**config.mk**
```make
export PLATFORM = sky130hd
export DESIGN_NAME = line_follow_steering_top_flat
export DESIGN_NICKNAME = d
export VERILOG_FILES = /design/src/sv/lfs_pkg.sv /design/src/sv/lfs_req_if.sv /design/src/sv/lfs_rsp_if.sv /design/src/sv/lfs_csr.sv /design/src/sv/lfs_ctrl.sv /design/src/sv/lfs_dp.sv /design/src/sv/line_follow_steering_top.sv /design/src/flat_wrapper.sv
export SDC_FILE = /design/constraint.sdc
export NUM_CORES = 1
export LEC_CHECK = 0
export BUFFER_PORTS_ARGS = -buffer_cell sky130_fd_sc_hd__buf_2
export CAP_MARGIN = 20
export CORE_ASPECT_RATIO = 0.6
export CORE_MARGIN = 2
export CORE_UTILIZATION = 35
export CTS_BUF_LIST = sky130_fd_sc_hd__clkbuf_4 sky130_fd_sc_hd__clkbuf_8
export CTS_CLUSTER_DIAMETER = 200
export DETAILED_ROUTE_END_ITERATION = 10
export HOLD_SLACK_MARGIN = 0.02
export SETUP_SLACK_MARGIN = 0.5
export SLEW_MARGIN = 20
export SYNTH_ARGS = -nofsm -noshare
export SYNTH_HDL_FRONTEND = slang
export SYNTH_SLANG_ARGS = --single-unit
```
**constraint.sdc**
```tcl
create_clock -name clock -period 7.1 [get_ports clock]
set_input_delay 0.71 -clock clock [delete_from_list [all_inputs] [get_ports clock]]
set_output_delay 0.71 -clock clock [all_outputs]
set_load 0.05 [all_outputs]
```
**src/sv/lfs_pkg.sv**
```systemverilog
// shared types, constants and helpers of the line follow steering block
package lfs_pkg;

   localparam int SAMPLE_BITS_DEF = 12;
   localparam int NSENS           = 5;
   localparam int DEPTH           = 5;
   localparam int SLOT_W          = 3;
   localparam int MAJORITY        = (DEPTH + 1) / 2;
   localparam int THR_W           = 12;
   localparam int SPEED_W         = 8;
   localparam int ERR_W           = 3;
   localparam int SUM_W           = SPEED_W + 1;
   localparam int PROD_W          = SPEED_W + SUM_W;
   localparam int MAG_W           = PROD_W + 1;
   localparam int DIV_SHIFT       = 26;
   localparam int RECIP_W         = 19;
   localparam int QUO_W           = MAG_W + RECIP_W - DIV_SHIFT;
   localparam int SPD_EXT_W       = SPEED_W + 2;
   localparam int CSR_ADDR_W      = 4;
   localparam int CSR_DATA_W      = 32;

   // ceil(2**26 / 220): exact quotient for every magnitude below 2**18
   localparam logic [RECIP_W-1:0] DIV_RECIP = RECIP_W'(305041);

   localparam int SENS_FAR_LEFT  = 0;
   localparam int SENS_LEFT      = 1;
   localparam int SENS_RIGHT     = 3;
   localparam int SENS_FAR_RIGHT = 4;

   localparam logic [THR_W-1:0]   THRESHOLD_RST  = THR_W'(1500);
   localparam logic [SPEED_W-1:0] BASE_LEFT_RST  = SPEED_W'(200);
   localparam logic [SPEED_W-1:0] BASE_RIGHT_RST = SPEED_W'(200);
   localparam logic [SPEED_W-1:0] GAIN_RST       = SPEED_W'(60);
   localparam logic [SPEED_W-1:0] SEARCH_FAST    = SPEED_W'(120);
   localparam logic [SPEED_W-1:0] SEARCH_SLOW    = SPEED_W'(60);
   localparam logic [SPEED_W-1:0] SPEED_MAX      = SPEED_W'(255);

   localparam logic signed [ERR_W-1:0] ERR_FAR_LEFT  = ERR_W'(-2);
   localparam logic signed [ERR_W-1:0] ERR_LEFT      = ERR_W'(-1);
   localparam logic signed [ERR_W-1:0] ERR_NONE      = ERR_W'(0);
   localparam logic signed [ERR_W-1:0] ERR_RIGHT     = ERR_W'(1);
   localparam logic signed [ERR_W-1:0] ERR_FAR_RIGHT = ERR_W'(2);

   typedef enum logic [1:0] {
      REG_THRESHOLD,
      REG_BASE_LEFT,
      REG_BASE_RIGHT,
      REG_GAIN
   } reg_index_type;

   typedef enum logic [1:0] {
      ST_IDLE,
      ST_MARK,
      ST_DIV,
      ST_FIN
   } state_type;

   typedef struct packed {
      logic [THR_W-1:0]   threshold;
      logic [SPEED_W-1:0] base_left;
      logic [SPEED_W-1:0] base_right;
      logic [SPEED_W-1:0] gain;
   } cfg_type;

   typedef struct packed {
      logic hist_wr;
      logic mark_en;
      logic div_en;
      logic out_load;
   } cmd_type;

   function automatic logic [SPEED_W-1:0] sat_speed(input logic signed [SPD_EXT_W-1:0] v);
      logic [SPEED_W-1:0] r;
      if (v < 0) begin
         r = '0;
      end else if (v > $signed({2'b00, SPEED_MAX})) begin
         r = SPEED_MAX;
      end else begin
         r = v[SPEED_W-1:0];
      end
      return r;
   endfunction

endpackage

```
**src/sv/lfs_req_if.sv**
```systemverilog
// input channel: one set of five sensor samples per beat
interface lfs_req_if
   import lfs_pkg::*;
#(
   parameter int SAMPLE_BITS = SAMPLE_BITS_DEF
) ();
   logic                   valid;
   logic                   ready;
   logic [SAMPLE_BITS-1:0] far_left_sample;
   logic [SAMPLE_BITS-1:0] left_sample;
   logic [SAMPLE_BITS-1:0] centre_sample;
   logic [SAMPLE_BITS-1:0] right_sample;
   logic [SAMPLE_BITS-1:0] far_right_sample;

   modport source (
      output valid, far_left_sample, left_sample, centre_sample, right_sample,
             far_right_sample,
      input  ready
   );
   modport sink (
      input  valid, far_left_sample, left_sample, centre_sample, right_sample,
             far_right_sample,
      output ready
   );
endinterface

```
**src/sv/lfs_rsp_if.sv**
```systemverilog
// result channel: motor speeds, line lost flag and position error per beat
interface lfs_rsp_if
   import lfs_pkg::*;
();
   logic                      valid;
   logic                      ready;
   logic [SPEED_W-1:0]        left_speed;
   logic [SPEED_W-1:0]        right_speed;
   logic                      line_lost;
   logic signed [ERR_W-1:0]   steer_error;

   modport source (
      output valid, left_speed, right_speed, line_lost, steer_error,
      input  ready
   );
   modport sink (
      input  valid, left_speed, right_speed, line_lost, steer_error,
      output ready
   );
endinterface

```
**src/sv/lfs_csr.sv**
```systemverilog
// configuration registers behind the apb port
module lfs_csr
   import lfs_pkg::*;
(
   input  logic                  clock,
   input  logic                  reset,
   input  logic                  psel,
   input  logic                  penable,
   input  logic                  pwrite,
   input  logic [CSR_ADDR_W-1:0] paddr,
   input  logic [CSR_DATA_W-1:0] pwdata,
   output logic [CSR_DATA_W-1:0] prdata,
   output logic                  pready,
   output cfg_type               cfg
);
   cfg_type       cfg_ff;
   cfg_type       cfg_in;
   reg_index_type idx;
   logic          wr_en;

   assign idx    = reg_index_type'(paddr[CSR_ADDR_W-1:2]);
   assign wr_en  = psel && penable && pwrite;
   assign pready = 1'b1;
   assign cfg    = cfg_ff;

   always_comb begin
      cfg_in = cfg_ff;
      prdata = '0;
      unique case (idx)
         REG_THRESHOLD: begin
            prdata = CSR_DATA_W'(cfg_ff.threshold);
            if (wr_en) cfg_in.threshold = pwdata[THR_W-1:0];
         end
         REG_BASE_LEFT: begin
            prdata = CSR_DATA_W'(cfg_ff.base_left);
            if (wr_en) cfg_in.base_left = pwdata[SPEED_W-1:0];
         end
         REG_BASE_RIGHT: begin
            prdata = CSR_DATA_W'(cfg_ff.base_right);
            if (wr_en) cfg_in.base_right = pwdata[SPEED_W-1:0];
         end
         REG_GAIN: begin
            prdata = CSR_DATA_W'(cfg_ff.gain);
            if (wr_en) cfg_in.gain = pwdata[SPEED_W-1:0];
         end
         default: begin
            prdata = '0;
         end
      endcase
   end

   always_ff @(posedge clock) begin
      if (reset) begin
         cfg_ff.threshold  <= THRESHOLD_RST;
         cfg_ff.base_left  <= BASE_LEFT_RST;
         cfg_ff.base_right <= BASE_RIGHT_RST;
         cfg_ff.gain       <= GAIN_RST;
      end else begin
         cfg_ff <= cfg_in;
      end
   end
endmodule

```
**src/sv/lfs_ctrl.sv**
```systemverilog
// sequencer: accept, mark, divide, finish; owns the result valid
module lfs_ctrl
   import lfs_pkg::*;
(
   input  logic    clock,
   input  logic    reset,
   input  logic    req_valid,
   output logic    req_ready,
   output logic    rsp_valid,
   input  logic    rsp_ready,
   output cmd_type cmd
);
   state_type state_ff;
   state_type state_in;
   logic      rsp_valid_ff;
   logic      rsp_valid_in;
   logic      out_free;

   assign out_free  = !rsp_valid_ff || rsp_ready;
   assign rsp_valid = rsp_valid_ff;

   always_comb begin
      state_in     = state_ff;
      cmd          = '0;
      req_ready    = 1'b0;
      rsp_valid_in = rsp_valid_ff && !rsp_ready;
      unique case (state_ff)
         ST_IDLE: begin
            req_ready   = 1'b1;
            cmd.hist_wr = req_valid;
            if (req_valid) state_in = ST_MARK;
         end
         ST_MARK: begin
            cmd.mark_en = 1'b1;
            state_in    = ST_DIV;
         end
         ST_DIV: begin
            cmd.div_en = 1'b1;
            state_in   = ST_FIN;
         end
         ST_FIN: begin
            // wait here while the previous result is still unclaimed
            if (out_free) begin
               cmd.out_load = 1'b1;
               rsp_valid_in = 1'b1;
               state_in     = ST_IDLE;
            end
         end
         default: begin
            state_in = ST_IDLE;
         end
      endcase
   end

   always_ff @(posedge clock) begin
      if (reset) begin
         state_ff     <= ST_IDLE;
         rsp_valid_ff <= 1'b0;
      end else begin
         state_ff     <= state_in;
         rsp_valid_ff <= rsp_valid_in;
      end
   end

   a_load_free: assert property (@(posedge clock) disable iff (reset)
      cmd.out_load |-> (!rsp_valid_ff || rsp_ready))
      else $error("result loaded over an unclaimed beat");

   a_accept_mark: assert property (@(posedge clock) disable iff (reset)
      (req_valid && req_ready) |=> (state_ff == ST_MARK))
      else $error("accepted beat not followed by mark step");

   a_mark_div: assert property (@(posedge clock) disable iff (reset)
      (state_ff == ST_MARK) |=> (state_ff == ST_DIV))
      else $error("mark step not followed by divide step");

   a_valid_src: assert property (@(posedge clock) disable iff (reset)
      $rose(rsp_valid_ff) |-> ($past(state_ff) == ST_FIN))
      else $error("result valid raised outside finish step");
endmodule

```
**src/sv/lfs_dp.sv**
```systemverilog
// datapath: sample history, majority marks, error, turn and speeds
module lfs_dp
   import lfs_pkg::*;
#(
   parameter int SAMPLE_BITS = SAMPLE_BITS_DEF
) (
   input  logic                    clock,
   input  logic                    reset,
   input  cmd_type                 cmd,
   input  cfg_type                 cfg,
   input  logic [SAMPLE_BITS-1:0]  samples [NSENS],
   output logic [SPEED_W-1:0]      left_speed,
   output logic [SPEED_W-1:0]      right_speed,
   output logic                    line_lost,
   output logic signed [ERR_W-1:0] steer_error
);
   localparam int CMP_W = (SAMPLE_BITS > THR_W) ? SAMPLE_BITS : THR_W;
   localparam int CNT_W = $clog2(DEPTH + 1);

   logic [SAMPLE_BITS-1:0]  hist_ff [NSENS][DEPTH];
   logic [SLOT_W-1:0]       slot_ff;
   logic signed [ERR_W-1:0] err_ff;
   logic signed [ERR_W-1:0] err_in;
   logic signed [ERR_W-1:0] last_err_ff;
   logic                    lost_ff;
   logic [PROD_W-1:0]       prod_ff;
   logic [QUO_W-1:0]        quo_ff;
   logic [SPEED_W-1:0]      left_ff;
   logic [SPEED_W-1:0]      right_ff;
   logic                    lost_out_ff;
   logic signed [ERR_W-1:0] err_out_ff;

   logic [CNT_W-1:0]             cnt [NSENS];
   logic [NSENS-1:0]             mark;
   logic [SUM_W-1:0]             base_sum;
   logic [MAG_W-1:0]             mag;
   logic [MAG_W+RECIP_W-1:0]     scaled;
   logic [SPEED_W-1:0]           turn_cap;
   logic [SPEED_W-1:0]           turn;
   logic signed [SPD_EXT_W-1:0]  ls_ext;
   logic signed [SPD_EXT_W-1:0]  rs_ext;
   logic [SPEED_W-1:0]           ls;
   logic [SPEED_W-1:0]           rs;

   // median below threshold exactly when a majority of the history is below it
   always_comb begin
      for (int s = 0; s < NSENS; s++) begin
         cnt[s] = '0;
         for (int j = 0; j < DEPTH; j++) begin
            cnt[s] = cnt[s] + CNT_W'(CMP_W'(hist_ff[s][j]) < CMP_W'(cfg.threshold));
         end
         mark[s] = (cnt[s] >= CNT_W'(MAJORITY));
      end
   end

   // with neither far sensor marked the weighted sum divided by the count
   // only survives truncation when a single sensor is marked
   always_comb begin
      priority if (mark[SENS_FAR_RIGHT]) begin
         err_in = ERR_FAR_RIGHT;
      end else if (mark[SENS_FAR_LEFT]) begin
         err_in = ERR_FAR_LEFT;
      end else if ($onehot(mark) && mark[SENS_LEFT]) begin
         err_in = ERR_LEFT;
      end else if ($onehot(mark) && mark[SENS_RIGHT]) begin
         err_in = ERR_RIGHT;
      end else begin
         err_in = ERR_NONE;
      end
   end

   assign base_sum = {1'b0, cfg.base_left} + {1'b0, cfg.base_right};

   // |gain * err * sum| / 220 by reciprocal multiply
   always_comb begin
      priority if (err_ff == ERR_FAR_LEFT || err_ff == ERR_FAR_RIGHT) begin
         mag = {prod_ff, 1'b0};
      end else if (err_ff == ERR_LEFT || err_ff == ERR_RIGHT) begin
         mag = {1'b0, prod_ff};
      end else begin
         mag = '0;
      end
   end

   assign scaled = (MAG_W+RECIP_W)'(mag) * (MAG_W+RECIP_W)'(DIV_RECIP);

   assign turn_cap = base_sum[SUM_W-1:1];
   assign turn     = (quo_ff > QUO_W'(turn_cap)) ? turn_cap : quo_ff[SPEED_W-1:0];

   always_comb begin
      if (err_ff < 0) begin
         ls_ext = $signed({2'b00, cfg.base_left})  + $signed({2'b00, turn});
         rs_ext = $signed({2'b00, cfg.base_right}) - $signed({2'b00, turn});
      end else begin
         ls_ext = $signed({2'b00, cfg.base_left})  - $signed({2'b00, turn});
         rs_ext = $signed({2'b00, cfg.base_right}) + $signed({2'b00, turn});
      end
      if (lost_ff) begin
         ls = last_err_ff[ERR_W-1] ? SEARCH_SLOW : SEARCH_FAST;
         rs = last_err_ff[ERR_W-1] ? SEARCH_FAST : SEARCH_SLOW;
      end else begin
         ls = sat_speed(ls_ext);
         rs = sat_speed(rs_ext);
      end
   end

   always_ff @(posedge clock) begin
      if (reset) begin
         for (int s = 0; s < NSENS; s++) begin
            for (int j = 0; j < DEPTH; j++) begin
               hist_ff[s][j] <= '0;
            end
         end
         slot_ff     <= '0;
         last_err_ff <= ERR_NONE;
      end else begin
         if (cmd.hist_wr) begin
            for (int s = 0; s < NSENS; s++) begin
               hist_ff[s][slot_ff] <= samples[s];
            end
            slot_ff <= (slot_ff == SLOT_W'(DEPTH - 1)) ? '0 : slot_ff + SLOT_W'(1);
         end
         if (cmd.mark_en && (mark != '0)) begin
            last_err_ff <= err_in;
         end
      end
   end

   always_ff @(posedge clock) begin
      if (cmd.mark_en) begin
         err_ff  <= err_in;
         lost_ff <= (mark == '0);
         prod_ff <= PROD_W'(cfg.gain) * PROD_W'(base_sum);
      end
      if (cmd.div_en) begin
         quo_ff <= scaled[MAG_W+RECIP_W-1:DIV_SHIFT];
      end
      if (cmd.out_load) begin
         left_ff     <= ls;
         right_ff    <= rs;
         lost_out_ff <= lost_ff;
         err_out_ff  <= err_ff;
      end
   end

   assign left_speed  = left_ff;
   assign right_speed = right_ff;
   assign line_lost   = lost_out_ff;
   assign steer_error = err_out_ff;
endmodule

```
**src/sv/line_follow_steering_top.sv**
```systemverilog
// top level of the line follow steering block
// Each req beat carries one set of five line-sensor samples and yields one rsp
// beat with the two motor duties, the line-lost flag and the position error.
// A beat is written into the per-sensor history on accept, the sensor marks
// and gain times base sum are registered in the mark step, the divide by 220
// runs as one reciprocal multiply in the divide step, and the speeds are
// clamped and saturated into the output register in the finish step; the next
// beat is accepted only once the block is back in idle, so no new beat is taken
// while one is in flight. If the previous result is still unclaimed when the
// finish step is reached, that step waits until rsp takes it. The history lives
// in flip-flops cleared by reset, so no start-up pass is needed. Registers are
// at byte addresses 0 (threshold), 4 (base_left), 8 (base_right) and 12 (gain)
// and are to be written only while the block is idle.
module line_follow_steering_top
   import lfs_pkg::*;
#(
   parameter int SAMPLE_BITS = SAMPLE_BITS_DEF
) (
   input  logic                  clock,
   input  logic                  reset,
   lfs_req_if.sink               req_bus,
   lfs_rsp_if.source             rsp_bus,
   input  logic                  psel,
   input  logic                  penable,
   input  logic                  pwrite,
   input  logic [CSR_ADDR_W-1:0] paddr,
   input  logic [CSR_DATA_W-1:0] pwdata,
   output logic [CSR_DATA_W-1:0] prdata,
   output logic                  pready
);
   cfg_type                cfg;
   cmd_type                cmd;
   logic [SAMPLE_BITS-1:0] samples [NSENS];

   assign samples[0] = req_bus.far_left_sample;
   assign samples[1] = req_bus.left_sample;
   assign samples[2] = req_bus.centre_sample;
   assign samples[3] = req_bus.right_sample;
   assign samples[4] = req_bus.far_right_sample;

   lfs_csr u_csr (
      .clock   (clock),
      .reset   (reset),
      .psel    (psel),
      .penable (penable),
      .pwrite  (pwrite),
      .paddr   (paddr),
      .pwdata  (pwdata),
      .prdata  (prdata),
      .pready  (pready),
      .cfg     (cfg)
   );

   lfs_ctrl u_ctrl (
      .clock     (clock),
      .reset     (reset),
      .req_valid (req_bus.valid),
      .req_ready (req_bus.ready),
      .rsp_valid (rsp_bus.valid),
      .rsp_ready (rsp_bus.ready),
      .cmd       (cmd)
   );

   lfs_dp #(
      .SAMPLE_BITS (SAMPLE_BITS)
   ) u_dp (
      .clock       (clock),
      .reset       (reset),
      .cmd         (cmd),
      .cfg         (cfg),
      .samples     (samples),
      .left_speed  (rsp_bus.left_speed),
      .right_speed (rsp_bus.right_speed),
      .line_lost   (rsp_bus.line_lost),
      .steer_error (rsp_bus.steer_error)
   );
endmodule
```
**src/flat_wrapper.sv**
```systemverilog
// flat-port wrapper written by rule: the top's interface ports become plain ports
module line_follow_steering_top_flat import lfs_pkg::*;
#(
   parameter int SAMPLE_BITS = SAMPLE_BITS_DEF
)
  (clock, reset, psel, penable, pwrite, paddr, pwdata, prdata, pready, req_bus_valid, req_bus_far_left_sample, req_bus_left_sample, req_bus_centre_sample, req_bus_right_sample, req_bus_far_right_sample, req_bus_ready, rsp_bus_valid, rsp_bus_left_speed, rsp_bus_right_speed, rsp_bus_line_lost, rsp_bus_steer_error, rsp_bus_ready);
  lfs_req_if #(.SAMPLE_BITS(SAMPLE_BITS)) req_bus_i ();
  lfs_rsp_if rsp_bus_i ();
  input  logic clock;
  input  logic reset;
  input  logic psel;
  input  logic penable;
  input  logic pwrite;
  input  logic [CSR_ADDR_W-1:0] paddr;
  input  logic [CSR_DATA_W-1:0] pwdata;
  output logic [CSR_DATA_W-1:0] prdata;
  output logic pready;
  input wire logic [$bits(req_bus_i.valid)-1:0] req_bus_valid;
  input wire logic [$bits(req_bus_i.far_left_sample)-1:0] req_bus_far_left_sample;
  input wire logic [$bits(req_bus_i.left_sample)-1:0] req_bus_left_sample;
  input wire logic [$bits(req_bus_i.centre_sample)-1:0] req_bus_centre_sample;
  input wire logic [$bits(req_bus_i.right_sample)-1:0] req_bus_right_sample;
  input wire logic [$bits(req_bus_i.far_right_sample)-1:0] req_bus_far_right_sample;
  output wire logic [$bits(req_bus_i.ready)-1:0] req_bus_ready;
  output wire logic [$bits(rsp_bus_i.valid)-1:0] rsp_bus_valid;
  output wire logic [$bits(rsp_bus_i.left_speed)-1:0] rsp_bus_left_speed;
  output wire logic [$bits(rsp_bus_i.right_speed)-1:0] rsp_bus_right_speed;
  output wire logic [$bits(rsp_bus_i.line_lost)-1:0] rsp_bus_line_lost;
  output wire logic [$bits(rsp_bus_i.steer_error)-1:0] rsp_bus_steer_error;
  input wire logic [$bits(rsp_bus_i.ready)-1:0] rsp_bus_ready;
  assign req_bus_i.valid = req_bus_valid;
  assign req_bus_i.far_left_sample = req_bus_far_left_sample;
  assign req_bus_i.left_sample = req_bus_left_sample;
  assign req_bus_i.centre_sample = req_bus_centre_sample;
  assign req_bus_i.right_sample = req_bus_right_sample;
  assign req_bus_i.far_right_sample = req_bus_far_right_sample;
  assign req_bus_ready = req_bus_i.ready;
  assign rsp_bus_valid = rsp_bus_i.valid;
  assign rsp_bus_left_speed = rsp_bus_i.left_speed;
  assign rsp_bus_right_speed = rsp_bus_i.right_speed;
  assign rsp_bus_line_lost = rsp_bus_i.line_lost;
  assign rsp_bus_steer_error = rsp_bus_i.steer_error;
  assign rsp_bus_i.ready = rsp_bus_ready;
  line_follow_steering_top #(.SAMPLE_BITS(SAMPLE_BITS)) u_core (.clock(clock), .reset(reset), .req_bus(req_bus_i), .rsp_bus(rsp_bus_i), .psel(psel), .penable(penable), .pwrite(pwrite), .paddr(paddr), .pwdata(pwdata), .prdata(prdata), .pready(pready));
endmodule
```
# Word-level counts from Yosys, hierarchy flattened
# Memory sizes are Yosys's and may differ from the RTL's.
# Index checks and enable logic that the tools add are counted.
# word_totals
latch_bits	0
output_inout_bits	55
ramBits	300
mem_bits_ro	0
regBits	97
n_memories	1
word_cells	760
# memory_table
name	words	width	rd	rd_ports_with_merged_regs	write_ports	line_no	rtl
u_core.u_dp.hist_ff	5	60	5	0	5	lfs_dp.sv:20	logic [SAMPLE_BITS-1:0] hist_ff [NSENS][DEPTH];
# classes
order_cmp	38
n_bitwise	301
n_shift	0
eq_ne	14
addsub	30
n_reduce_logical	21
n_mux	337
div	0
mul	2
# ops
op	count
$mux W1	313
$lt A12 B12 Y1	25
$or A1 B1 Y1	300
$pmux W32 S4	1
$mux W60	1
$mux W8	7
$mul A18 B19 Y37 const B	1
$demux W12 S3	1
$add A3 B1 Y3	11
$add A8 B8 Y9	3
$gt A10 B9 Y1 const B	2
$lt A10 B1 Y1 const B	2
$mux W10	2
$mux W18	1
$sub A8 B8 Y9	2
$mul A8 B9 Y17	1
$mux W17	1
$add A2 B1 Y3	5
$ge A3 B2 Y1 const B	5
$add A1 B1 Y2	7
$mux W7	2
$mux W12	1
$mux W3	4
$gt A11 B8 Y1	1
21 further kinds	44

# Longest topological paths before layout
# An unclocked memory read counts as a cell.
# logic_depth
depth_word	16
depth_mapped	29

# Hierarchy
# From an unflattened synthesis, not the netlist that was laid out.
# hier_totals
cells_unflattened	2639
area_unflattened_um2	30365.4
# modules_own_cells
module	area_per_inst_um2	instances	cells_per_inst	seq_area_each_um2
lfs_dp	28314.7	1	2440	10650.2
lfs_csr	1844.3	1	177	720.7
lfs_ctrl	206.4	1	22	60.1

# Worst setup path after synthesis
# OpenSTA, ideal clock, no wires.
# synth_timing
kind	register to register
start	register u_core.u_dp.err_ff[2]
end	register u_core.u_dp.quo_ff[5] (data pin)
period_less_slack_ps	6506
t_arrival_ps	6247
setup_ps	260
path_stages_with_launch	25
setup_slack_ps	594
path_buffers	3
cell_sequence	edfxtp_1 -> buf_4 -> xnor2_1 -> and2_1 -> clkbuf_1 -> clkbuf_1 -> a22oi_1 -> inv_1 -> fa_1 -> ha_1 -> inv_1 -> fa_1 -> inv_1 -> fa_1 -> fa_1 -> fa_1 -> ha_1 -> a21oi_1 -> o21ai_0 -> a221oi_1 -> nand3_1 -> o21a_1 -> a21o_1 -> a21oi_1 -> xnor2_1
# synth_between
elab_chain_len	5
elab_cells_between_ends	9
# synth_lines
element	line_no	rtl
from (decl)	lfs_dp.sv:22	logic signed [ERR_W-1:0] err_ff;
from (signal assigned)	lfs_dp.sv:131	err_ff <= err_in;
$eq A3 B1 Y1 / $eq A3 B2 Y1 (equally long branches)	lfs_dp.sv:78	end else if (err_ff == ERR_LEFT || err_ff == ERR_RIGHT) begin
$logic_or A1 B1 Y1	lfs_dp.sv:78	
$mux W17	lfs_dp.sv:78	
$mux W18 *	lfs_dp.sv:76	priority if (err_ff == ERR_FAR_LEFT || err_ff == ERR_FAR_RIGHT) begin
$mul A18 B19 Y37 *	lfs_dp.sv:85	assign scaled = (MAG_W+RECIP_W)'(mag) * (MAG_W+RECIP_W)'(DIV_RECIP);
named net u_core.u_dp.scaled[31]	lfs_dp.sv:37	logic [MAG_W+RECIP_W-1:0] scaled;
to (signal assigned)	lfs_dp.sv:136	quo_ff <= scaled[MAG_W+RECIP_W-1:DIV_SHIFT];
to (decl)	lfs_dp.sv:27	logic [QUO_W-1:0] quo_ff;
# Mark *: on every way through the listed nets, which the timed path passes. The rest lies on a longest branch.
# A chain may end at the register's enable or synchronous reset.

# Final worst setup path
# layout_timing
start	register u_core.u_csr.cfg_ff (netlist bit u_core.u_csr.cfg[8])
end	register u_core.u_dp.right_ff[6] (netlist: u_core.u_dp.right_speed[6]) (data pin)
# layout_between
elab_chain_len	9
elab_cells_between_ends	11
# layout_lines
element	line_no	rtl
from (decl)	lfs_csr.sv:16	cfg_type cfg_ff;
from (signal assigned)	lfs_csr.sv:59	cfg_ff <= cfg_in;
$add A8 B8 Y9	lfs_dp.sv:72	assign base_sum = {1'b0, cfg.base_left} + {1'b0, cfg.base_right};
$gt A11 B8 Y1	lfs_dp.sv:88	assign turn = (quo_ff > QUO_W'(turn_cap)) ? turn_cap : quo_ff[SPEED_W-1:0];
$mux W8	lfs_dp.sv:88	
$add A8 B8 Y9 / $sub A8 B8 Y9 (equally long branches)	lfs_dp.sv:96, lfs_dp.sv:93	
$mux W10 *	lfs_dp.sv:91	if (err_ff < 0) begin
$gt A10 B9 Y1	lfs_pkg.sv:76	end else if (v > $signed({2'b00, SPEED_MAX})) begin
$mux W8	lfs_pkg.sv:76	
$mux W8 *	lfs_pkg.sv:74	if (v < 0) begin
$mux W8 *	lfs_dp.sv:98	if (lost_ff) begin
named net u_core.u_dp.rs[6]	lfs_dp.sv:43	logic [SPEED_W-1:0] rs;
to (signal assigned)	lfs_dp.sv:140	right_ff <= rs;
to (decl)	lfs_dp.sv:29	logic [SPEED_W-1:0] right_ff;
# Marked as above.

==> flow_summary.toml <==
[finish]
most_common_library_cell_in_the_layout_ignoring_fill_and_taps = "ha_1"
finalNetCount = 3609
areaGrowthSynthToFinish_pct = 12.1
final_design_area_no_fill_um2 = 33900
final_layout_size_suffix_gt1_share_pct = 12.6
regArea_um2 = 11400
layout_common_cells = "ha_1, edfxtp_1, and2_1"
multiInputGateArea_um2 = 17600
fillCellCount = 8196

[timing]
rsz0062_at_grt = "true"
hold_viol_final = 0
finalSetupTns_ps = 0
worstMarginPinSlew_ps = 1030
max-slew-margin-rel_pct = 31.4
slew_viol_final = 0
fin_worst_skew_ps = 31.2
fmaxAchievable_ghz = 0.158
finalCriticalPeriod_ps = 6320
final-setup-viol-count = 0
min_period_over_period_pct = 89.0

[grt]
first_global_vias = 19300
grt_start_max_net_pins = 62
global_route.overflow_total = 0
antenna_violations_before_repair = 10
track_usage_pct = 17.5
first_pass_grt_wire_length_mm = 118

[place]
routabilityCongestion = 0.845
io_buffer_count = 114
area_after_dpl_um2 = 32500
post-dp-hpwl_mm = 59.3

[routing]
detailed_route_wl_mm = 77.6
drtIter0Drc = 1538
drt_first_pass_iters = 5
wl_per_cell_um = 19.3
total_via_count_in_the_routed_design = 19900
residual_drc_count = 0
drt.antenna.violating_nets = 0
viasPerCell = 4.94

[worst_setup_path]
crit_family = "compound AO/OA/AOI/OAI gates"
worstSetupPathType = "reg2reg"
cp_data_required_time_ps = 7510
endpoint_kind = "flip-flop"
worst_setup_start_kind = "flip-flop"
critical_path.n_buffers_inverters = 3
timing.critical_path.arrival_ps = 6730
crit_path_max_incr_delay_ps = 430
crit_top_cell = "a21oi_1"
critical_path.max_fanout = 13
timing.critical_path.slowest_stage_cell = "fa_1"

[floorplanning]
die_area_um2 = 88800
initial_utilization_pct = 35.3
chip_width_um = 383
fp.dieH_um = 232
floorplan.core_area_um2 = 85600
placementRows = 83
pin_count = 158

[cts]
clkTransAtPathRegs_ps = 70
number_of_hold_buffers_added_after_cts = 0
tritoncts = "done"
number_of_clock_buffers_inserted_by_tritoncts = 58
clock_insertion_delay_worst_skew_ps = 670
cts_htree_levels = 2
cts.root.buffer_cell = "clkbuf_8"
clock_sink_count = 395
cts_max_path_buffers = 3

[yosys]
synth-seq-area-share_pct = 37.8
synthesis.instances = 2641
yosysUniqueCellTypes = 65
yosysWarningCount = 0
synthArstFlopShare_pct = 0
ys.flop_type = "edfxtp_1"
synthesis.area_per_instance_um2 = 11.4
synth_edf_count = 352
netlist_area_um2 = 30200
yosys_register_bits = 395

[job]
cap_violations = 0

[status]
status = "finished, final reports clean"

[worst_hold_path]
worstHoldPathType = "in2reg"
## cells by family (layout without fill, tap and decap cells)
kind of cell | Yosys count | in the layout | synth area share, %
adder cells (fa/ha/maj) | 680 | 680 | 31.8
AND/OR/NAND/NOR | 641 | 641 | 11.9
AO/OA/AOI/OAI | 484 | 484 | 10.8
buffers and inverters | 354 | 566 | 4.72
other | 2 | 25 | 0.0248
XOR/XNOR | 46 | 46 | 1.33
multiplexers | 39 | 39 | 1.66
flip-flops | 395 | 395 | 37.8
## synth_stat cells (4+ instances only)
| cell type | number | area share [%] |
|---|---|---|
| or3_1 | 6 | 0.12 |
| buf_4 | 23 | 0.57 |
| buf_1 | 4 | 0.050 |
| a221o_1 | 16 | 0.53 |
| nand2b_1 | 35 | 0.72 |
| fa_1 | 148 | 9.8 |
| nor3_1 | 19 | 0.31 |
| xor2_1 | 13 | 0.38 |
| nand3_1 | 22 | 0.36 |
| nand2_1 | 92 | 1.1 |
| o21ai_0 | 49 | 0.81 |
| o31ai_1 | 4 | 0.099 |
| inv_1 | 256 | 3.2 |
| mux2_2 | 9 | 0.34 |
| o21ai_1 | 27 | 0.45 |
| a21oi_1 | 130 | 2.2 |
| dfxtp_1 | 43 | 2.8 |
| or2_2 | 13 | 0.27 |
| a22oi_1 | 10 | 0.25 |
| and3_1 | 15 | 0.31 |
| a22o_1 | 8 | 0.23 |
| clkbuf_1 | 67 | 0.83 |
| a21o_1 | 123 | 3.1 |
| and2_1 | 339 | 7.0 |
| xnor2_1 | 33 | 0.96 |
| mux2i_1 | 22 | 0.73 |
| nor2_1 | 65 | 0.81 |
| nand4_1 | 5 | 0.10 |
| o21a_1 | 5 | 0.12 |
| a211oi_1 | 7 | 0.17 |
| nand3b_1 | 4 | 0.099 |
| a211o_1 | 40 | 1.2 |
| mux4_2 | 8 | 0.60 |
| o211ai_1 | 28 | 0.70 |
| ha_1 | 532 | 22 |
| nor2b_1 | 16 | 0.33 |
| o21bai_1 | 13 | 0.32 |
| edfxtp_1 | 352 | 35 |
## final timing paths
check                                                   to                  from  depth (start not counted)  slack [ps]
worst max register to register  u_core.u_dp.right_speed[6]   u_core.u_csr.cfg[8]                         26         780
worst min-delay path                  u_core.u_csr.cfg[32]             pwdata[8]                          2         290
worst max-delay path            u_core.u_dp.right_speed[6]   u_core.u_csr.cfg[8]                         26         780
worst min register to register        u_core.u_csr.cfg[35]  u_core.u_csr.cfg[35]                          2         460
## metrics by stage
step           std cells  hold slack [ps]  setup slack [ps]  utilization (%)
5_1_grt             4020              268               460             39.6
3_5_place_dp        3907              450               314             38.0
6_report            4023              286               781             39.6
2_1_floorplan       2660              428               594                -
3_3_place_gp        3907              443               393             38.0
4_1_cts             4015              237               503             39.5
## layer usage
metal,track usage [%],part of all wire [%],up-vias
met1,28.9,53,9619
li1,-,-,9676
met5,0,0.053,-
met4,2.19,0.96,6
met2,22.2,36,484
met3,5.15,9.2,73
## final cells by class
class / count / area share [%]
multi-input cells: 1911 / 51.8
flip-flops and latches: 395 / 33.8
well taps: 1147 / 4.24
repair buffers: 203 / 3.73
clock buffers: 90 / 3.21
inverters: 257 / 2.86
clock inverters: 16 / 0.351
diodes: 4 / 0.0295
## flip-flops by register name, summed over array words and instances (netlist names)
register,count
u_core.u_dp.steer_error,3
u_core.u_dp.prod_ff,17
u_core.u_dp.left_speed,8
u_core.u_csr.cfg,36
u_core.u_dp.hist_ff,300
u_core.u_dp.last_err_ff,1
u_core.u_dp.right_speed,8
u_core.u_dp.err_ff,3
u_core.u_ctrl.state_ff,2
u_core.u_dp.slot_ff,3
u_core.u_dp.line_lost,1
u_core.u_dp.lost_ff,1
u_core.u_ctrl.rsp_valid,1
u_core.u_dp.quo_ff,11
## worst register-to-register path: cells and delay by family (launching register included)
family          cells  cell delay [ps]
compound gates     14             2740
simple gates        3              300
fa+ha+maj           4             1410
xor+xnor            1              250
mux                 1              430
flops               1              380
buf+inv             3              580
## timing repair
| action | CTS | global route |
|---|---|---|
| setup buffers | 2 | 4 |
| gates resized for setup | 6 | 17 |
| pin swaps | 0 | 6 |
| endpoints found under the setup margin | 7 | 27 |
Power is left out: the tool's default activity adds up to more than one toggle a clock period on the data nets, which glitch-free logic cannot reach.
